<file path="src/rtl/banded_edit_distance_assert.svh">
// Assertion macros shared by the banded edit distance RTL.
// Included by the controller and the datapath; no other dependencies.
`ifndef BANDED_EDIT_DISTANCE_ASSERT_SVH
`define BANDED_EDIT_DISTANCE_ASSERT_SVH
`ifndef SYNTHESIS
// expression holds at every edge out of reset
`define BED_ASSERT_HOLD(name, clk, rst, expr) \
   name: assert property (@(posedge clk) disable iff (rst) (expr)) \
      else $error("banded_edit_distance: invariant violated");
// consequent holds in the same cycle as the antecedent
`define BED_ASSERT_SAME(name, clk, rst, ante, cons) \
   name: assert property (@(posedge clk) disable iff (rst) (ante) |-> (cons)) \
      else $error("banded_edit_distance: implication violated");
// consequent holds in the cycle after the antecedent
`define BED_ASSERT_NEXT(name, clk, rst, ante, cons) \
   name: assert property (@(posedge clk) disable iff (rst) (ante) |=> (cons)) \
      else $error("banded_edit_distance: next-cycle check violated");
`else
`define BED_ASSERT_HOLD(name, clk, rst, expr)
`define BED_ASSERT_SAME(name, clk, rst, ante, cons)
`define BED_ASSERT_NEXT(name, clk, rst, ante, cons)
`endif
`endif

</file>
<file path="src/rtl/bed_pkg.sv">
`timescale 1ns / 1ps
// Shared types and constants for the banded edit distance block.
// No dependencies; used by bed_ctrl, bed_datapath and the top level.
package bed_pkg;

   localparam int OP_W   = 2;
   localparam int SYM_W  = 8;
   localparam int LIM_W  = 7;
   localparam int DIST_W = 7;
   // band cells stay below 3*limit+2, so 9 bits hold them for any limit
   localparam int CELL_W = 9;

   localparam logic [DIST_W-1:0] DIST_MAX = 7'd127;

   // request opcodes
   localparam logic [OP_W-1:0] OP_APPEND_FIRST  = 2'd0;
   localparam logic [OP_W-1:0] OP_APPEND_SECOND = 2'd1;
   localparam logic [OP_W-1:0] OP_COMPUTE       = 2'd2;

   // source of the reported distance
   typedef enum logic [1:0] {
      RES_MAX_LEN = 2'd0,
      RES_CUTOFF  = 2'd1,
      RES_CELL    = 2'd2
   } res_sel_type;

   // controller to datapath
   typedef struct packed {
      logic        append_first;
      logic        append_second;
      logic        job_load;
      logic        init_begin;
      logic        init_step;
      logic        row_read;
      logic        row_capture;
      logic        cell_read;
      logic        cell_write;
      logic        row_end;
      logic        final_read;
      logic        res_valid;
      res_sel_type res_sel;
   } cmd_type;

   // datapath to controller
   typedef struct packed {
      logic n_zero;
      logic gap_over;
      logic init_last;
      logic cell_last;
      logic row_over;
      logic last_row;
      logic end_in_band;
   } status_type;

endpackage

</file>
<file path="src/rtl/bed_ctrl.sv">
`timescale 1ns / 1ps
// Sequencer for the banded edit distance block: request decode and band walk.
// Depends on bed_pkg and banded_edit_distance_assert.svh.
`include "banded_edit_distance_assert.svh"
module bed_ctrl (
   input  logic                         clock,
   input  logic                         reset,
   input  logic                         start,
   input  logic [bed_pkg::OP_W-1:0]     req_op,
   input  bed_pkg::status_type          status,
   output bed_pkg::cmd_type             cmd,
   output logic                         busy
);

   typedef enum logic [9:0] {
      S_IDLE    = 10'b00_0000_0001,
      S_CHECK   = 10'b00_0000_0010,
      S_INIT    = 10'b00_0000_0100,
      S_ROW_RD  = 10'b00_0000_1000,
      S_ROW_CAP = 10'b00_0001_0000,
      S_CELL_RD = 10'b00_0010_0000,
      S_CELL_WR = 10'b00_0100_0000,
      S_ROW_END = 10'b00_1000_0000,
      S_FIN_RD  = 10'b01_0000_0000,
      S_FIN_CAP = 10'b10_0000_0000
   } state_type;

   state_type state_ff, state_in;

   assign busy = (state_ff != S_IDLE);

   // next state and datapath commands
   always_comb begin
      state_in = state_ff;
      cmd      = '0;
      cmd.res_sel = bed_pkg::RES_CUTOFF;
      unique case (state_ff)
         S_IDLE: begin
            if (start) begin
               unique case (req_op)
                  bed_pkg::OP_APPEND_FIRST:  cmd.append_first  = 1'b1;
                  bed_pkg::OP_APPEND_SECOND: cmd.append_second = 1'b1;
                  bed_pkg::OP_COMPUTE: begin
                     cmd.job_load = 1'b1;
                     state_in     = S_CHECK;
                  end
                  default: ;
               endcase
            end
         end
         S_CHECK: begin
            priority if (status.n_zero) begin
               cmd.res_valid = 1'b1;
               cmd.res_sel   = bed_pkg::RES_MAX_LEN;
               state_in      = S_IDLE;
            end else if (status.gap_over) begin
               cmd.res_valid = 1'b1;
               state_in      = S_IDLE;
            end else begin
               cmd.init_begin = 1'b1;
               state_in       = S_INIT;
            end
         end
         S_INIT: begin
            cmd.init_step = 1'b1;
            if (status.init_last) state_in = S_ROW_RD;
         end
         S_ROW_RD: begin
            cmd.row_read = 1'b1;
            state_in     = S_ROW_CAP;
         end
         S_ROW_CAP: begin
            cmd.row_capture = 1'b1;
            state_in        = S_CELL_RD;
         end
         S_CELL_RD: begin
            cmd.cell_read = 1'b1;
            state_in      = S_CELL_WR;
         end
         S_CELL_WR: begin
            cmd.cell_write = 1'b1;
            state_in       = status.cell_last ? S_ROW_END : S_CELL_RD;
         end
         S_ROW_END: begin
            cmd.row_end = 1'b1;
            priority if (status.row_over) begin
               cmd.res_valid = 1'b1;
               state_in      = S_IDLE;
            end else if (status.last_row && !status.end_in_band) begin
               cmd.res_valid = 1'b1;
               state_in      = S_IDLE;
            end else if (status.last_row) begin
               state_in = S_FIN_RD;
            end else begin
               state_in = S_ROW_RD;
            end
         end
         S_FIN_RD: begin
            cmd.final_read = 1'b1;
            state_in       = S_FIN_CAP;
         end
         S_FIN_CAP: begin
            cmd.res_valid = 1'b1;
            cmd.res_sel   = bed_pkg::RES_CELL;
            state_in      = S_IDLE;
         end
         default: state_in = S_IDLE;
      endcase
   end

   always_ff @(posedge clock) begin
      if (reset) begin
         state_ff <= S_IDLE;
      end else begin
         state_ff <= state_in;
      end
   end

   // every result ends the job
   `BED_ASSERT_NEXT(a_res_to_idle, clock, reset, cmd.res_valid, state_ff == S_IDLE)
   // a cell is written only right after its operands were read
   `BED_ASSERT_SAME(a_cell_after_read, clock, reset, state_ff == S_CELL_WR, $past(state_ff) == S_CELL_RD)
   // no request takes effect while a job runs
   `BED_ASSERT_SAME(a_no_req_busy, clock, reset, busy, !(cmd.append_first || cmd.append_second || cmd.job_load))

endmodule

</file>
<file path="src/rtl/bed_datapath.sv">
`timescale 1ns / 1ps
// Datapath: string stores, two row buffers, band counters and cell update.
// Depends on bed_pkg and banded_edit_distance_assert.svh.
`include "banded_edit_distance_assert.svh"
module bed_datapath #(
   parameter int MAX_LEN = 64
) (
   input  logic                          clock,
   input  logic                          reset,
   input  logic [bed_pkg::SYM_W-1:0]     req_symbol,
   input  logic [bed_pkg::LIM_W-1:0]     req_limit,
   input  bed_pkg::cmd_type              cmd,
   output bed_pkg::status_type           status,
   output logic                          rsp_valid,
   output logic [bed_pkg::DIST_W-1:0]    rsp_distance,
   output logic                          rsp_over_limit
);

   localparam int LEN_W = $clog2(MAX_LEN + 1);
   localparam int AW    = (MAX_LEN > 1) ? $clog2(MAX_LEN) : 1;
   localparam int XW    = ((LEN_W > bed_pkg::LIM_W) ? LEN_W : bed_pkg::LIM_W) + 1;
   localparam int DW    = (LEN_W > bed_pkg::CELL_W) ? LEN_W : bed_pkg::CELL_W;
   localparam int CW    = bed_pkg::CELL_W;
   localparam logic [LEN_W-1:0] LEN_FULL = LEN_W'(MAX_LEN);

   // storage
   logic [bed_pkg::SYM_W-1:0] first_mem  [MAX_LEN];
   logic [bed_pkg::SYM_W-1:0] second_mem [MAX_LEN];
   logic [CW-1:0]             row0_mem   [MAX_LEN + 1];
   logic [CW-1:0]             row1_mem   [MAX_LEN + 1];

   // control registers
   logic [LEN_W-1:0] first_len_ff, first_len_in;
   logic [LEN_W-1:0] second_len_ff, second_len_in;
   logic             rsp_valid_ff, rsp_valid_in;
   // job and band registers
   logic [bed_pkg::LIM_W-1:0] lim_ff, lim_in;
   logic             swap_ff, swap_in;
   logic             sel_ff, sel_in;
   logic [LEN_W-1:0] n_ff, n_in;
   logic [LEN_W-1:0] m_ff, m_in;
   logic [LEN_W-1:0] i_ff, i_in;
   logic [LEN_W-1:0] j_ff, j_in;
   logic [LEN_W-1:0] ps_ff, ps_in;
   logic [LEN_W-1:0] pe_ff, pe_in;
   logic [LEN_W-1:0] cst_ff, cst_in;
   logic [LEN_W-1:0] cen_ff, cen_in;
   logic [bed_pkg::SYM_W-1:0] rc_ff, rc_in;
   logic [CW-1:0]    diag_ff, diag_in;
   logic [CW-1:0]    left_ff, left_in;
   logic [CW-1:0]    row_min_ff, row_min_in;
   logic [bed_pkg::DIST_W-1:0] dist_ff, dist_in;
   logic             over_ff, over_in;
   // registered read data
   logic [bed_pkg::SYM_W-1:0] first_q_ff, second_q_ff;
   logic [CW-1:0]    row0_q_ff, row1_q_ff;

   // combinational helpers
   logic [XW-1:0]    lim_x, n_x, m_x, i_x, i_plus;
   logic [LEN_W-1:0] cst_c, cen_c, jm1, rb_addr;
   logic [AW-1:0]    str_addr;
   logic             str_rd_en, rb_rd_en, rb_wr_en, rb_wr_sel;
   logic [CW-1:0]    rb_wr_data, out_c, up_q, del_v, ins_v, sub_v, cell_v;
   logic [bed_pkg::SYM_W-1:0] cs_q;
   logic             del_ok, ins_ok, sub_ok;
   logic [DW-1:0]    d_c;

   assign lim_x  = XW'(lim_ff);
   assign n_x    = XW'(n_ff);
   assign m_x    = XW'(m_ff);
   assign i_x    = XW'(i_ff);
   assign i_plus = i_x + lim_x;
   assign out_c  = CW'(lim_ff) + CW'(1);

   // band limits of the row about to start
   assign cst_c = (i_x > lim_x) ? LEN_W'(i_x - lim_x) : '0;
   assign cen_c = (i_plus > m_x) ? m_ff : LEN_W'(i_plus);

   // read port addressing
   assign jm1       = j_ff - LEN_W'(1);
   assign str_rd_en = cmd.row_read | cmd.cell_read;
   assign rb_rd_en  = cmd.row_read | cmd.cell_read | cmd.final_read;
   always_comb begin
      priority if (cmd.row_read) begin
         str_addr = AW'(i_ff - LEN_W'(1));
         rb_addr  = (cst_c == '0) ? '0 : cst_c - LEN_W'(1);
      end else if (cmd.final_read) begin
         str_addr = '0;
         rb_addr  = m_ff;
      end else begin
         str_addr = (j_ff == '0) ? '0 : AW'(jm1);
         rb_addr  = j_ff;
      end
   end

   // operands; the shorter string indexes rows
   assign up_q = sel_ff ? row1_q_ff : row0_q_ff;
   assign cs_q = swap_ff ? first_q_ff : second_q_ff;

   // one band cell
   assign del_ok = (j_ff >= ps_ff) && (j_ff <= pe_ff);
   assign ins_ok = (j_ff > cst_ff);
   assign sub_ok = (j_ff != '0) && (jm1 >= ps_ff) && (jm1 <= pe_ff);
   assign del_v  = del_ok ? up_q + CW'(1) : out_c;
   assign ins_v  = ins_ok ? left_ff + CW'(1) : out_c;
   assign sub_v  = sub_ok ? diag_ff + CW'(rc_ff != cs_q) : out_c;
   always_comb begin
      cell_v = (del_v < ins_v) ? del_v : ins_v;
      if (sub_v < cell_v) cell_v = sub_v;
   end

   // row buffer write: init fills the upper row, cells fill the other one
   assign rb_wr_en   = cmd.init_step | cmd.cell_write;
   assign rb_wr_sel  = cmd.init_step ? sel_ff : ~sel_ff;
   assign rb_wr_data = cmd.init_step ? CW'(j_ff) : cell_v;

   // result value and saturation
   always_comb begin
      unique case (cmd.res_sel)
         bed_pkg::RES_MAX_LEN: d_c = DW'(m_ff);
         bed_pkg::RES_CUTOFF:  d_c = DW'(out_c);
         bed_pkg::RES_CELL:    d_c = DW'(up_q);
         default:              d_c = '0;
      endcase
   end

   // status to the controller
   assign status.n_zero      = (n_ff == '0);
   assign status.gap_over    = ((m_x - n_x) > lim_x);
   assign status.init_last   = (j_ff == pe_ff);
   assign status.cell_last   = (j_ff == cen_ff);
   assign status.row_over    = (row_min_ff > CW'(lim_ff));
   assign status.last_row    = (i_ff == n_ff);
   assign status.end_in_band = (m_ff >= cst_ff) && (m_ff <= cen_ff);

   // next values
   always_comb begin
      first_len_in  = first_len_ff;
      second_len_in = second_len_ff;
      lim_in     = lim_ff;
      swap_in    = swap_ff;
      sel_in     = sel_ff;
      n_in       = n_ff;
      m_in       = m_ff;
      i_in       = i_ff;
      j_in       = j_ff;
      ps_in      = ps_ff;
      pe_in      = pe_ff;
      cst_in     = cst_ff;
      cen_in     = cen_ff;
      rc_in      = rc_ff;
      diag_in    = diag_ff;
      left_in    = left_ff;
      row_min_in = row_min_ff;
      rsp_valid_in = cmd.res_valid;
      dist_in    = dist_ff;
      over_in    = over_ff;

      if (cmd.append_first && (first_len_ff != LEN_FULL))
         first_len_in = first_len_ff + LEN_W'(1);
      if (cmd.append_second && (second_len_ff != LEN_FULL))
         second_len_in = second_len_ff + LEN_W'(1);

      // latch the job, order the strings, clear the lengths
      if (cmd.job_load) begin
         lim_in  = req_limit;
         swap_in = (first_len_ff > second_len_ff);
         n_in    = (first_len_ff > second_len_ff) ? second_len_ff : first_len_ff;
         m_in    = (first_len_ff > second_len_ff) ? first_len_ff : second_len_ff;
         first_len_in  = '0;
         second_len_in = '0;
      end

      if (cmd.init_begin) begin
         j_in  = '0;
         i_in  = LEN_W'(1);
         ps_in = '0;
         pe_in = (lim_x < m_x) ? LEN_W'(lim_ff) : m_ff;
      end
      if (cmd.init_step) j_in = j_ff + LEN_W'(1);

      if (cmd.row_read) begin
         cst_in     = cst_c;
         cen_in     = cen_c;
         j_in       = cst_c;
         row_min_in = out_c;
      end
      if (cmd.row_capture) begin
         rc_in   = swap_ff ? second_q_ff : first_q_ff;
         diag_in = up_q;
      end
      if (cmd.cell_write) begin
         left_in    = cell_v;
         diag_in    = up_q;
         row_min_in = (cell_v < row_min_ff) ? cell_v : row_min_ff;
         j_in       = j_ff + LEN_W'(1);
      end
      // swap row roles; this row becomes the upper one
      if (cmd.row_end) begin
         sel_in = ~sel_ff;
         ps_in  = cst_ff;
         pe_in  = cen_ff;
         i_in   = i_ff + LEN_W'(1);
      end

      if (cmd.res_valid) begin
         dist_in = (d_c > DW'(bed_pkg::DIST_MAX)) ? bed_pkg::DIST_MAX
                                                   : d_c[bed_pkg::DIST_W-1:0];
         over_in = (d_c > DW'(lim_ff));
      end
   end

   always_ff @(posedge clock) begin
      if (reset) begin
         first_len_ff  <= '0;
         second_len_ff <= '0;
         rsp_valid_ff  <= 1'b0;
         sel_ff        <= 1'b0;
      end else begin
         first_len_ff  <= first_len_in;
         second_len_ff <= second_len_in;
         rsp_valid_ff  <= rsp_valid_in;
         sel_ff        <= sel_in;
      end
   end

   always_ff @(posedge clock) begin
      lim_ff     <= lim_in;
      swap_ff    <= swap_in;
      n_ff       <= n_in;
      m_ff       <= m_in;
      i_ff       <= i_in;
      j_ff       <= j_in;
      ps_ff      <= ps_in;
      pe_ff      <= pe_in;
      cst_ff     <= cst_in;
      cen_ff     <= cen_in;
      rc_ff      <= rc_in;
      diag_ff    <= diag_in;
      left_ff    <= left_in;
      row_min_ff <= row_min_in;
      dist_ff    <= dist_in;
      over_ff    <= over_in;
   end

   // string stores
   always_ff @(posedge clock) begin
      if (cmd.append_first && (first_len_ff != LEN_FULL))
         first_mem[first_len_ff[AW-1:0]] <= req_symbol;
      if (str_rd_en) first_q_ff <= first_mem[str_addr];
   end

   always_ff @(posedge clock) begin
      if (cmd.append_second && (second_len_ff != LEN_FULL))
         second_mem[second_len_ff[AW-1:0]] <= req_symbol;
      if (str_rd_en) second_q_ff <= second_mem[str_addr];
   end

   // row buffers
   always_ff @(posedge clock) begin
      if (rb_wr_en && !rb_wr_sel) row0_mem[j_ff] <= rb_wr_data;
      if (rb_rd_en) row0_q_ff <= row0_mem[rb_addr];
   end

   always_ff @(posedge clock) begin
      if (rb_wr_en && rb_wr_sel) row1_mem[j_ff] <= rb_wr_data;
      if (rb_rd_en) row1_q_ff <= row1_mem[rb_addr];
   end

   assign rsp_valid      = rsp_valid_ff;
   assign rsp_distance   = dist_ff;
   assign rsp_over_limit = over_ff;

   // cells are written only inside the band of the current row
   `BED_ASSERT_SAME(a_cell_in_band, clock, reset, cmd.cell_write, (j_ff >= cst_ff) && (j_ff <= cen_ff))
   // initial row stays within its end column
   `BED_ASSERT_SAME(a_init_in_range, clock, reset, cmd.init_step, j_ff <= pe_ff)
   // a job clears the lengths and keeps the shorter string on rows
   `BED_ASSERT_NEXT(a_job_setup, clock, reset, cmd.job_load, (first_len_ff == '0) && (second_len_ff == '0) && (n_ff <= m_ff))

endmodule

</file>
<file path="src/rtl/banded_edit_distance.sv">
`timescale 1ns / 1ps
// Top level of the banded edit distance block: controller plus datapath.
// Depends on bed_pkg, bed_ctrl and bed_datapath.
//
//   channel   ports                                        transfer when
//   request   start, busy, req_op, req_symbol, req_limit   start & !busy at clock edge
//   response  rsp_valid, rsp_distance, rsp_over_limit      rsp_valid, one cycle only
//
// Append requests leave busy low, so appends stream one per cycle.
// A compute request holds busy until its result; cols per row are at most 2*limit+1,
// and a band cell takes a read state and a write state for the registered row buffer
// read. Empty-string and length-gap exits return to idle straight from the check state.
// The result strobe comes in the cycle busy falls; a new request may transfer then.
// Reset is synchronous and clears lengths, sequencer and strobe; the receiver cannot stall.
module banded_edit_distance #(
   parameter int MAX_LEN = 64
) (
   input  logic                          clock,
   input  logic                          reset,
   input  logic                          start,
   output logic                          busy,
   input  logic [bed_pkg::OP_W-1:0]      req_op,
   input  logic [bed_pkg::SYM_W-1:0]     req_symbol,
   input  logic [bed_pkg::LIM_W-1:0]     req_limit,
   output logic                          rsp_valid,
   output logic [bed_pkg::DIST_W-1:0]    rsp_distance,
   output logic                          rsp_over_limit
);

   bed_pkg::cmd_type    cmd;
   bed_pkg::status_type status;

   bed_ctrl u_ctrl (
      .clock  (clock),
      .reset  (reset),
      .start  (start),
      .req_op (req_op),
      .status (status),
      .cmd    (cmd),
      .busy   (busy)
   );

   bed_datapath #(
      .MAX_LEN (MAX_LEN)
   ) u_datapath (
      .clock          (clock),
      .reset          (reset),
      .req_symbol     (req_symbol),
      .req_limit      (req_limit),
      .cmd            (cmd),
      .status         (status),
      .rsp_valid      (rsp_valid),
      .rsp_distance   (rsp_distance),
      .rsp_over_limit (rsp_over_limit)
   );

endmodule
</file>
<file path="config.mk">
export PLATFORM = sky130hd
export DESIGN_NAME = banded_edit_distance
export DESIGN_NICKNAME = d
export VERILOG_FILES = /design/src/rtl/bed_pkg.sv /design/src/rtl/bed_ctrl.sv /design/src/rtl/bed_datapath.sv /design/src/rtl/banded_edit_distance.sv
export VERILOG_INCLUDE_DIRS = /design/src /design/src/rtl
export SDC_FILE = /design/constraint.sdc
export NUM_CORES = 2
export LEC_CHECK = 0
export BUFFER_PORTS_ARGS = -buffer_cell sky130_fd_sc_hd__buf_2
export CORE_MARGIN = 8
export CORE_UTILIZATION = 26
export DETAILED_ROUTE_END_ITERATION = 10
export PLACE_DENSITY_LB_ADDON = 0.05
export SYNTH_ARGS = -nofsm -noshare
export SYNTH_HDL_FRONTEND = slang
export SYNTH_SLANG_ARGS = --single-unit
export TNS_END_PERCENT = 5
</file>
<file path="constraint.sdc">
create_clock -name clock -period 14.6 [get_ports clock]
set_input_delay 2.19 -clock clock [delete_from_list [all_inputs] [get_ports clock]]
set_output_delay 2.19 -clock clock [all_outputs]
set_load 0.05 [all_outputs]
</file>
==> impl_metrics.env <==
export IMPL_cpMaxStageDelayCell="edfxtp_1"
export IMPL_r2r_slack_ns=5.54
export IMPL_rows=228
export IMPL_dp_cells=12500
export IMPL_routed_wl_met3_um=11500
export IMPL_yosysTopAreaCell="edfxtp_1"
export IMPL_hold_violations=0
export IMPL_worst_slew_pin_slew_ns=1.35
export IMPL_clock_path_buffers=4
export IMPL_sw_frac_of_total_pct=21.5
export IMPL_syn_inst=7631
export IMPL_worst_slack_ns=5.54
export IMPL_synth_seq_cells=2361
export IMPL_overflow=0
export IMPL_post_drt_wl_per_cell_um=27.4
export IMPL_clock_latency_ns=0.90
export IMPL_cp_common_cell="a21o_1"
export IMPL_setup_tns_ns=0
export IMPL_path_clk_slew_ns=0.06
export IMPL_holdBufCountCts=0
export IMPL_p_switching_w=0.00317
export IMPL_start_util_pct=26.0
export IMPL_die_h_um=636
export IMPL_netlist_area_leader_share_pct=70.0
export IMPL_synthArstFlopShare_pct=0
export IMPL_dp_hpwl_um=217000
export IMPL_worstPathRequired_ns=15.13
export IMPL_hp_class="flip-flop to flip-flop"
export IMPL_seq_power_share_pct=50.9
export IMPL_portBuffers=29
export IMPL_p_leak_nw=38.7
export IMPL_postRouteAntennaNets=0
export IMPL_regToRegStartpoint="u_datapath.j_ff[3]$_DFFE_PP_"
export IMPL_drv_slew=0
export IMPL_grt_first_pass_wirelength_um=500000
export IMPL_syn_area_sq_um=100000
export IMPL_synth_area_leaders="edfxtp_1 (70%), nand2_1 (6.4%), mux2i_1 (2.5%)"
export IMPL_ys_seq_area_share_pct=70.6
export IMPL_vias=63000
export IMPL_yosys_warnings=0
export IMPL_clock_skew_ns=0.0778
export IMPL_cts_buffers=295
export IMPL_power_density_nw_per_um2=127
export IMPL_cp_max_fo=61
export IMPL_syn_avg_cell_area_sq_um=13.1
export IMPL_grt_max_degree=131
export IMPL_finalWirelength_um=355000
export IMPL_coreArea_sq_um=385000
export IMPL_drive_above_1_share_pct=9.83
export IMPL_highest_layer="met4"
export IMPL_post_cts_buffers=0
export IMPL_gp_congestion=0.799
export IMPL_holdWs_ns=0.526
export IMPL_htreeDepth=5
export IMPL_finalCritPeriodShare_pct=62.1
export IMPL_syn_nets=7804
export IMPL_drt_vias_per_instance=4.86
export IMPL_comb_power_share_pct=2.2
export IMPL_pre_cts_ws_ns=5.30
export IMPL_crit_family="compound AO/OA/AOI/OAI gates"
export IMPL_crit_arrival_ns=9.59
export IMPL_hp_start="u_datapath.row0_mem[64][4]$_DFFE_PP_"
export IMPL_io_pin_count=30
export IMPL_outcome="finished clean"
export IMPL_peakVddDrop_mv=0.0840
export IMPL_grt_use_total_pct=16.8
export IMPL_setup_viol_count_final=0
export IMPL_final_cells=13000
export IMPL_worst_r2r_cell_count=25
export IMPL_synth_top_flop_cell="edfxtp_1"
export IMPL_synth_edf_count=2335
export IMPL_clock_root_buffer="clkbuf_16"
export IMPL_hold_end="u_datapath.row0_q_ff[4]$_DFFE_PP_"
export IMPL_dr_wl_met2_um=167000
export IMPL_rsz0062_at_grt="false"
export IMPL_maxSlewHeadroom_pct=9.79
export IMPL_end_kind="flip-flop"
export IMPL_grt_pass1_vias=62700
export IMPL_syn_to_final_growth_pct=15.8
export IMPL_pwr_share_clk_pct=46.9
export IMPL_firstDrtPassIters=8
export IMPL_synth_cell_types=89
export IMPL_cts_tree="built"
export IMPL_reg2reg_to="u_datapath.row0_mem[18][5]$_DFFE_PP_"
export IMPL_cp_start_kind="flip-flop"
export IMPL_fill_cells=38800
export IMPL_cts_sinks=2361
export IMPL_fmax_mhz=110
export IMPL_hold_depth=2
export IMPL_die_w_um=636
export IMPL_antenna_found_initial=11
export IMPL_drc=0
export IMPL_post_cts_resize_count=0
export IMPL_crit_type="flip-flop to flip-flop"
export IMPL_nNetsFinal=7869
export IMPL_critPathMaxStageDelay_ns=0.92
export IMPL_final_cell_mix="edfxtp_1 (2335), nand2_1 (1697), nand3_1 (471), nor2_1 (320), clkbuf_16 (307)"
export IMPL_fin_crit_ns=9.06
export IMPL_totalPowerFinal_w=0.0147
export IMPL_drv_cap=0
export IMPL_met1_length_um=168000
export IMPL_die_area_sq_um=405000
export IMPL_initialDrtViolationCount=4432
export IMPL_final_common_cell="edfxtp_1"
export IMPL_internal_power_w=0.0116
export IMPL_critPathBufInv=2
sequential cells by signal (all words and copies together), names as in the netlist, 8 cells and up:
register	count
u_datapath.row1_q_ff	9
u_datapath.diag_ff	9
u_datapath.first_q_ff	8
u_datapath.left_ff	9
u_datapath.second_q_ff	8
u_datapath.second_mem	512
u_datapath.row0_q_ff	9
u_datapath.rc_ff	8
u_ctrl.state_ff	10
u_datapath.first_mem	512
u_datapath.row1_mem	585
u_datapath.row_min_ff	9
u_datapath.row0_mem	585
layout make-up:
type	instances	area, sq um	share of cell area, %
Timing Repair Buffer	251	2030	1.76
Clock inverter	132	943	0.814
Sequential cell	2361	70600	61.0
Clock buffer	382	7980	6.89
Multi-Input combinational cell	4667	27500	23.7
Inverter	120	452	0.390
Tap cell	5060	6330	5.46
Antenna cell	5	12.5	0.0108
per-stage QoR:
step	util (%)	area, sq um
global route	30.1	116000
detailed placement	27.8	107000
floorplan	-	100000
finish	30.1	116000
global placement	27.8	107000
CTS	30.1	116000
power by group through the flow:
stage	combinational (W)	clock [W]	sequential [W]
6_report	0.000322	0.00692	0.00750
5_1_grt	0.000354	0.00737	0.00750
3_5_place_dp	0.000335	0	0.00764
3_3_place_gp	0.000334	0	0.00764
4_1_cts	0.000336	0.00716	0.00750
2_1_floorplan	0.000135	0	0.00766
synth_stat cells (45+ instances only):
cell,count
mux2i_1,251
and3_1,153
nand2_1,1697
a211oi_1,55
nor3_1,52
nand3_1,473
a21oi_1,265
o211ai_1,95
clkbuf_1,333
a31oi_1,107
mux2_2,63
ha_1,150
a311oi_1,210
xnor2_1,57
edfxtp_1,2335
a22oi_1,45
inv_1,116
nor2_1,350
buf_2,102
o21ai_0,76
metal layers:
| layer | vias to the layer above | global-route usage [%] |
|---|---|---|
| met1 | 32600 | 23.7 |
| li1 | 28800 | - |
| met5 | - | 0 |
| met3 | 398 | 1.75 |
| met4 | 0 | 3.97 |
| met2 | 1218 | 27.8 |
worst max-delay path by stage:
stage | from | endpoint | slack (ns) | cells after the start
6_report | u_datapath.j_ff[3]$_DFFE_PP_ | u_datapath.row0_mem[18][5]$_DFFE_PP_ | 5.54 | 25
5_1_grt | u_datapath.j_ff[1]$_DFFE_PP_ | u_datapath.row0_mem[25][5]$_DFFE_PP_ | 4.92 | 28
4_1_cts | u_datapath.j_ff[3]$_DFFE_PP_ | u_datapath.row_min_ff[0]$_DFFE_PP_ | 5.27 | 29
3_5_place_dp | u_datapath.j_ff[3]$_DFFE_PP_ | u_datapath.row_min_ff[0]$_DFFE_PP_ | 5.30 | 29
3_3_place_gp | u_datapath.j_ff[3]$_DFFE_PP_ | u_datapath.row_min_ff[0]$_DFFE_PP_ | 5.25 | 29
2_1_floorplan | u_datapath.j_ff[0]$_DFFE_PP_ | u_datapath.row0_mem[0][6]$_DFFE_PP_ | 2.08 | 31
worst min-delay path, delay by kind of cell, from the launching register on:
family	cells	cell delay, ns
flip-flops	1	0.32
AO/OA/AOI/OAI	1	0.05
AND/OR/NAND/NOR	1	0.05
kinds of logic (layout without fill, tap and decap cells):
kind of cell,after synthesis,count (layout),synth area share (%)
AND/OR/NAND/NOR,2942,2942,12.7
flip-flops,2361,2361,70.6
AO/OA/AOI/OAI,1167,1167,8.28
buffers and inverters,603,885,2.45
multiplexers,316,316,3.25
adder cells (fa/ha/maj),153,153,1.93
XOR/XNOR,89,89,0.792
other,0,5,0
Power figures use the tool's default switching activity.
